$ cat src/swept_box_collision_resolve_core_macros.svh
// assertion macros shared by the collision resolve core
`ifndef SWEPT_BOX_COLLISION_RESOLVE_CORE_MACROS_SVH
`define SWEPT_BOX_COLLISION_RESOLVE_CORE_MACROS_SVH

// condition holds at every edge out of reset
`define SBCR_ASSERT(label, cond, msg) \
	label: assert property (@(posedge clk) disable iff (!arst_n) (cond)) else $error(msg);

// consequence holds in the same cycle as the trigger
`define SBCR_ASSERT_IMP(label, ante, cons, msg) \
	label: assert property (@(posedge clk) disable iff (!arst_n) (ante) |-> (cons)) \
		else $error(msg);

// consequence holds in the cycle after the trigger
`define SBCR_ASSERT_NEXT(label, ante, cons, msg) \
	label: assert property (@(posedge clk) disable iff (!arst_n) (ante) |=> (cons)) \
		else $error(msg);

`endif

$ cat src/sbcr_pkg.sv
// shared widths, constants and codes of the swept box collision resolve core
package sbcr_pkg;

	// field widths
	localparam int COORD_W = 32;
	localparam int SIZE_W  = 31;
	localparam int FTIME_W = 24;
	localparam int FRAC_W  = 16;
	localparam int CT_W    = 16;
	localparam int CODE_W  = 3;

	// derived datapath widths
	localparam int PROD_W = COORD_W + FTIME_W;
	localparam int DISP_W = PROD_W - FRAC_W;
	localparam int DIFF_W = COORD_W + 2;
	localparam int NUM_W  = DIFF_W + FRAC_W;

	// slab times are resolved to QUO_W quotient bits, larger ones saturate
	localparam int QUO_W   = 18;
	localparam int HEAD_W  = NUM_W - QUO_W;
	localparam int TIME_W  = QUO_W + 2;
	localparam int DIV_LAT = QUO_W + 1;

	localparam logic signed [TIME_W-1:0] TIME_POS_SAT = TIME_W'(2 ** QUO_W);
	localparam logic signed [TIME_W-1:0] TIME_NEG_SAT = -TIME_POS_SAT - TIME_W'(1);
	localparam logic signed [TIME_W-1:0] TIME_ONE     = TIME_W'(2 ** FRAC_W);

	// face normal codes
	typedef enum logic [CODE_W-1:0] {
		NORM_NONE  = 3'd0,
		NORM_NEG_X = 3'd1,
		NORM_POS_X = 3'd2,
		NORM_NEG_Y = 3'd3,
		NORM_POS_Y = 3'd4
	} normal_code_t;

endpackage

$ cat src/sbcr_div.sv
// pipelined restoring divider, one quotient bit per stage, with overflow flag
module sbcr_div (
	input  logic                         clk,
	input  logic                         en,
	input  logic [sbcr_pkg::NUM_W-1:0]   num,
	input  logic [sbcr_pkg::DISP_W-1:0]  den,
	output logic [sbcr_pkg::QUO_W-1:0]   quo,
	output logic                         rem_nz,
	output logic                         ovf
);
	import sbcr_pkg::*;

	// partial remainder, dividend bits shifting out with quotient bits shifting in
	logic [DISP_W-1:0] rem_q  [DIV_LAT];
	logic [QUO_W-1:0]  bits_q [DIV_LAT];
	logic [DISP_W-1:0] den_q  [DIV_LAT];
	logic              ovf_q  [DIV_LAT];

	// load: upper dividend part starts the remainder, quotient too wide flags overflow
	always_ff @(posedge clk) begin
		if (en) begin
			rem_q[0]  <= {{(DISP_W-HEAD_W){1'b0}}, num[NUM_W-1:QUO_W]};
			bits_q[0] <= num[QUO_W-1:0];
			den_q[0]  <= den;
			ovf_q[0]  <= {{(DISP_W-HEAD_W){1'b0}}, num[NUM_W-1:QUO_W]} >= den;
		end
	end

	// one trial subtraction per stage
	for (genvar j = 1; j < DIV_LAT; j++) begin : g_step
		logic [DISP_W:0] trial;
		logic [DISP_W:0] diff;

		assign trial = {rem_q[j-1], bits_q[j-1][QUO_W-1]};
		assign diff  = trial - {1'b0, den_q[j-1]};

		always_ff @(posedge clk) begin
			if (en) begin
				if (!diff[DISP_W]) begin
					rem_q[j]  <= diff[DISP_W-1:0];
					bits_q[j] <= {bits_q[j-1][QUO_W-2:0], 1'b1};
				end else begin
					rem_q[j]  <= trial[DISP_W-1:0];
					bits_q[j] <= {bits_q[j-1][QUO_W-2:0], 1'b0};
				end
				den_q[j] <= den_q[j-1];
				ovf_q[j] <= ovf_q[j-1];
			end
		end
	end

	assign quo    = bits_q[DIV_LAT-1];
	assign rem_nz = |rem_q[DIV_LAT-1];
	assign ovf    = ovf_q[DIV_LAT-1];

endmodule

$ cat config.mk
export PLATFORM = sky130hd
export DESIGN_NAME = sbcr_div
export DESIGN_NICKNAME = d
export VERILOG_FILES = /design/src/swept_box_collision_resolve_core_macros.svh /design/src/sbcr_pkg.sv /design/src/sbcr_div.sv
export SDC_FILE = /design/constraint.sdc
export NUM_CORES = 2
export LEC_CHECK = 0
export BUFFER_PORTS_ARGS = -buffer_cell sky130_fd_sc_hd__buf_2
export CAP_MARGIN = 15
export CORE_MARGIN = 4
export CORE_UTILIZATION = 50
export DETAILED_ROUTE_END_ITERATION = 10
export GPL_TIMING_DRIVEN = 0
export PLACE_DENSITY = 0.67
export SKIP_LAST_GASP = 1
export SLEW_MARGIN = 20
export SYNTH_ARGS = -nofsm -noshare
export SYNTH_HDL_FRONTEND = slang
export SYNTH_SLANG_ARGS = --single-unit
$ cat constraint.sdc
create_clock -name clk -period 5.49 [get_ports clk]
set_input_delay 1.3725 -clock clk [delete_from_list [all_inputs] [get_ports clk]]
set_output_delay 1.3725 -clock clk [all_outputs]
set_load 0.01 [all_outputs]
# After elaboration in Yosys (flattened, before gate mapping)
# Memory sizes are Yosys's and may differ from the RTL's.
# Index checks and enable logic that the tools add are counted.
# Widths: inputs -> output; s select.
op_classes:
  n_addsub: 18
  multipliers: 0
  div_mod_pow: 0
  n_lt_le_gt_ge: 1
  eq_ne: 0
  shifts: 0
  mux: 146
  bitwise_logic: 36
  reduce_logical: 1
op_table:
  columns: ["operator", "count"]
  rows:
  - ["$sub 41x40->41", 18]
  - ["$mux 40", 18]
  - ["$mux 18", 18]
  - ["$mux 1", 110]
  - ["$ge 32x40->1", 1]
  - ["$reduce_or 40->1", 1]
  - ["$or 1x1->1", 36]
totals:
  regBits: 0
  latch_bits: 0
  ramBits: 1881
  romBits: 0
  inputBits: 92
  out_inout_bits: 20
  elab_cells: 206
  n_memories: 4
mem_list:
  columns: ["name", "depth", "width", "read_ports", "rd_ports_with_merged_regs", "wr", "line", "source"]
  rows:
  - ["den_q", 19, 40, 18, 0, 19, "sbcr_div.sv:16", "logic [DISP_W-1:0] den_q [DIV_LAT];"]
  - ["rem_q", 19, 40, 19, 0, 19, "sbcr_div.sv:14", "logic [DISP_W-1:0] rem_q [DIV_LAT];"]
  - ["bits_q", 19, 18, 19, 0, 19, "sbcr_div.sv:15", "logic [QUO_W-1:0] bits_q [DIV_LAT];"]
  - ["ovf_q", 19, 1, 19, 0, 19, "sbcr_div.sv:17", "logic ovf_q [DIV_LAT];"]

# Logic depth before layout (Yosys ltp)
depth:
  depth_word: 5
  mapped_depth: 19

# Least setup slack after synthesis
# No wires, ideal clock.
synth_timing:
  path_type: "in2reg"
  start: "input port en"
  end: "memory bits_q[1][0] (netlist: bits_q[0][18]), enable pin"
  setup_time_ns: 0.436
  arrival_ns: 3.757
  t_required_ns: 5.054
  path_slack_ns: 1.297
  stages: 4
  cell_sequence: "clkbuf_1 > clkbuf_1 > clkbuf_1 > clkbuf_1"
synth_lines:
  columns: ["element", "line", "source"]
  rows:
  - ["start: declaration", "sbcr_div.sv:4", "input logic en,"]
  - ["end: declaration", "sbcr_div.sv:15", null]

==> metrics.md <==
| Metric | Value |
|---|---|
| # setup viols final | `0` |
| Sequential standard cell area | `55030 um2` |
| Port Buffers | `111` |
| Worst EP arrival | `5.90 ns` |
| Syn Area/Cell | `11.41 um2` |
| Placed Area | `106800 um2` |
| Vias in the first global route | `72300` |
| Cell taking the most area after synthesis | `edfxtp_1` |
| Drt initial violations | `3624` |
| Via count | `67300` |
| Reg2Reg Depth | `17` |
| Syn Nets | `9805` |
| Post-DRT Antenna Nets | `0` |
| Area fraction of the dominant cell type after synthesis | `53.88%` |
| Critical path's slowest cell | `a211oi_1` |
| Critical Path Fanout Max | `10` |
| First-pass GRT wire length | `375.5 mm` |
| Largest net degree at the start of global routing | `124` |
| NumNets Final | `10150` |
| Core area | `202700 um2` |
| WL final | `238.9 mm` |
| Critical path type | `reg -> reg` |
| CP Capture Type | `register` |
| Htree depth | `4` |
| Sequential area share after synthesis | `53.90%` |
| Buf/Inv on CP | `4` |
| Post-Syn Area | `102100 um2` |
| RSZ-0062 raised after global routing | `no` |
| Maxcap violations | `0` |
| Max Transition Viols Final | `0` |
| Wirelength per Cell | `19.69 um` |
| Top cells by area, synth | `edfxtp_1, ha_1, o21ai_0, inv_1, a21o_1` |
| Pleak | `46.93 nW` |
| Skew-Pair Late Insertion Delay | `0.87 ns` |
| Share of layout cells above drive strength 1 | `9.152%` |
| WP data required | `6.06 ns` |
| Clock tree buffer depth | `3` |
| WHS | `0.4066 ns` |
| Post-DP HPWL | `188.0 mm` |
| Async SR Flop Fraction | `0%` |
| CTS tree | `built` |
| Vias per inst | `5.548` |
| Status | `completed` |
| R2r startpoint | `bits_q[1][53]` |
| Post-synth top flop | `edfxtp_1` |
| Setup crit start kind | `register` |
| Critical Path Source | `bits_q[1][53]` |
| Worst-Margin Slew | `1.112 ns` |
| Antenna violations before repair | `6` |
| Tmin final | `5.332 ns` |
| IO Count | `112` |
| Fmax | `0.1875 GHz` |
| Drt pass-1 iters | `5` |
| YS warnings | `0` |
| Clk sinks | `1833` |
| Flops & latches, synth | `1833` |
| Clk pin slew, worst setup/hold paths | `0.06 ns` |
| Reg2reg end | `rem_q[3][77]` |
| GP Congestion | `0.9754` |
| Die ar. | `211500 um2` |
| Effective utilization at floorplan | `50.36%` |
| FF-to-FF setup slack | `0.16 ns` |
| Fin area | `113600 um2` |
| Gr usage total | `22.58%` |
| Ratio of final minimum period to clock period | `97.13%` |
| Hold Violations, Final | `0` |
| Slew headroom | `25.34%` |
| Fillers | `16630` |
| Worst vdd rail ir drop | `380.5 uV` |
| EDFF count, synth | `1832` |
| Mapped Cells | `8950` |
| CTS root buffer | `clkbuf_16` |
| Rows | `165` |
| Multi-input logic area | `42750 um2` |
| CP peak stage delay | `0.57 ns` |
| Worst hold path class | `reg -> reg` |
| Synth top cells by count | `edfxtp_1, inv_1, ha_1, nand2_1, o21ai_0` |
| Delay-heaviest family, CP | `compound AO/OA/AOI/OAI gates` |
| P per Cell Area | `575.9 nW/um2` |
| DRC violations left | `0` |
| Die span in y | `459.9 um` |
| Area Growth Syn to Fin | `11.28%` |
| Total gr overflow | `0` |
| Critical path destination | `rem_q[3][77]` |
| Setup Skew | `0.06884 ns` |
| Most frequent cell after synthesis | `edfxtp_1` |
| CP cell instances | `inv_1 -> ha_1 -> inv_1 -> fa_1 -> a21o_1 -> a21o_1 -> a211oi_1 -> nor3_1 -> o211ai_1 -> a31oi_1 -> nand2_1 -> nand2b_1 -> a21o_1 -> a211oi_4 -> buf_4 -> buf_2 -> a21oi_1` |
| Most Frequent Cell on Critical Path | `a21o_1` |
| CP Depth | `17` |
| DIE WIDTH | `459.9 um` |
| Synth cell types | `90` |
| TritonCTS Buffers | `201` |
routing by layer:
metal / vias to the layer above / track usage (%) / routed length, um
met2: 1360 / 46.21 / 134800
met5: - / 0 / 0
li1: 33420 / - / -
met1: 31780 / 20.27 / 79670
met3: 739 / 2.698 / 6526
met4: 0 / 14.88 / 17840
worst min path at each step:
stage / startpoint / cells past startpoint / slack [ns] / end
CTS: bits_q[2][21] / 0 / 0.41 / bits_q[2][40]
global route: bits_q[2][6] / 0 / 0.41 / bits_q[2][25]
global placement: bits_q[0][38] / 0 / 0.40 / bits_q[0][57]
floorplan: bits_q[0][0] / 0 / 0.40 / bits_q[0][19]
detailed placement: bits_q[0][23] / 0 / 0.40 / bits_q[0][42]
finish: bits_q[2][21] / 0 / 0.41 / bits_q[2][40]
final cells by class:
cell class / count / area share, %
clock inverters: 123 / 1.223
multi-input cells: 5975 / 37.62
plain buffers: 231 / 1.032
inverters: 909 / 3.003
well taps: 2672 / 2.942
flip-flops and latches: 1833 / 48.44
diodes: 6 / 0.01321
clock buffers: 240 / 4.556
repair buffers: 141 / 1.169
per-stage QoR:
stage          cells  utilization, %  setup WS (ns)  power (mW)  setup TNS, ns
2_1_floorplan   8950               -          1.297       44.05              0
3_3_place_gp   11730           52.29         -16.49       51.63              -
3_5_place_dp   11760           52.70        -0.8140       52.03         -49.72
4_1_cts        12120           56.00      0.0006826       65.73              0
5_1_grt        12130           56.04       0.004527       69.82              0
6_report       12130           56.04         0.1578       65.43              0
cells in the final DEF, fill, tap and decap left out, types with 75 or more instances in the layout:
cell type	count
edfxtp_1	1832
inv_1	907
ha_1	745
nand2_1	708
o21ai_0	701
a21oi_1	656
a21o_1	447
xnor2_1	347
nor2_1	326
xor2_1	279
mux2_2	215
clkbuf_16	201
buf_2	161
nand2b_1	146
clkbuf_1	141
o21a_1	140
nand3_1	131
nor2b_1	105
o21bai_1	83
and3_1	80
a31oi_1	75
registers in the layout (all words and copies together) (netlist names):
| name | flops |
|---|---|
| ovf_q | 19 |
| den_q | 720 |
| bits_q | 342 |
| rem_q | 752 |
where the power goes:
group | total [mW] | leakage [nW] | internal (mW) | switching [mW]
clock | 13.3 | 3.18 | 7.74 | 5.60
combinational | 29.9 | 25.8 | 12.8 | 17.1
sequential | 22.2 | 18.0 | 20.5 | 1.73
kinds of logic (layout without fill, tap and decap cells):
| kind of cell | count (synthesis) | after routing | synth area share [%] |
|---|---|---|---|
| AO/OA/AOI/OAI | 2528 | 2528 | 15.49 |
| XOR/XNOR | 626 | 626 | 5.370 |
| adder cells (fa/ha/maj) | 763 | 763 | 9.482 |
| buffers and inverters | 1142 | 1644 | 4.369 |
| flip-flops | 1833 | 1833 | 53.90 |
| multiplexers | 272 | 272 | 3.116 |
| other | 0 | 6 | 0 |
| AND/OR/NAND/NOR | 1786 | 1786 | 8.278 |
repair_timing:
action / CTS / global route
gates resized for setup: 33 / 36
pin swaps: 0 / 2
hold buffers: 0 / 0
setup buffers: 0 / 2
setup endpoints to repair: 246 / 220
(Power assumes the default switching activity.)
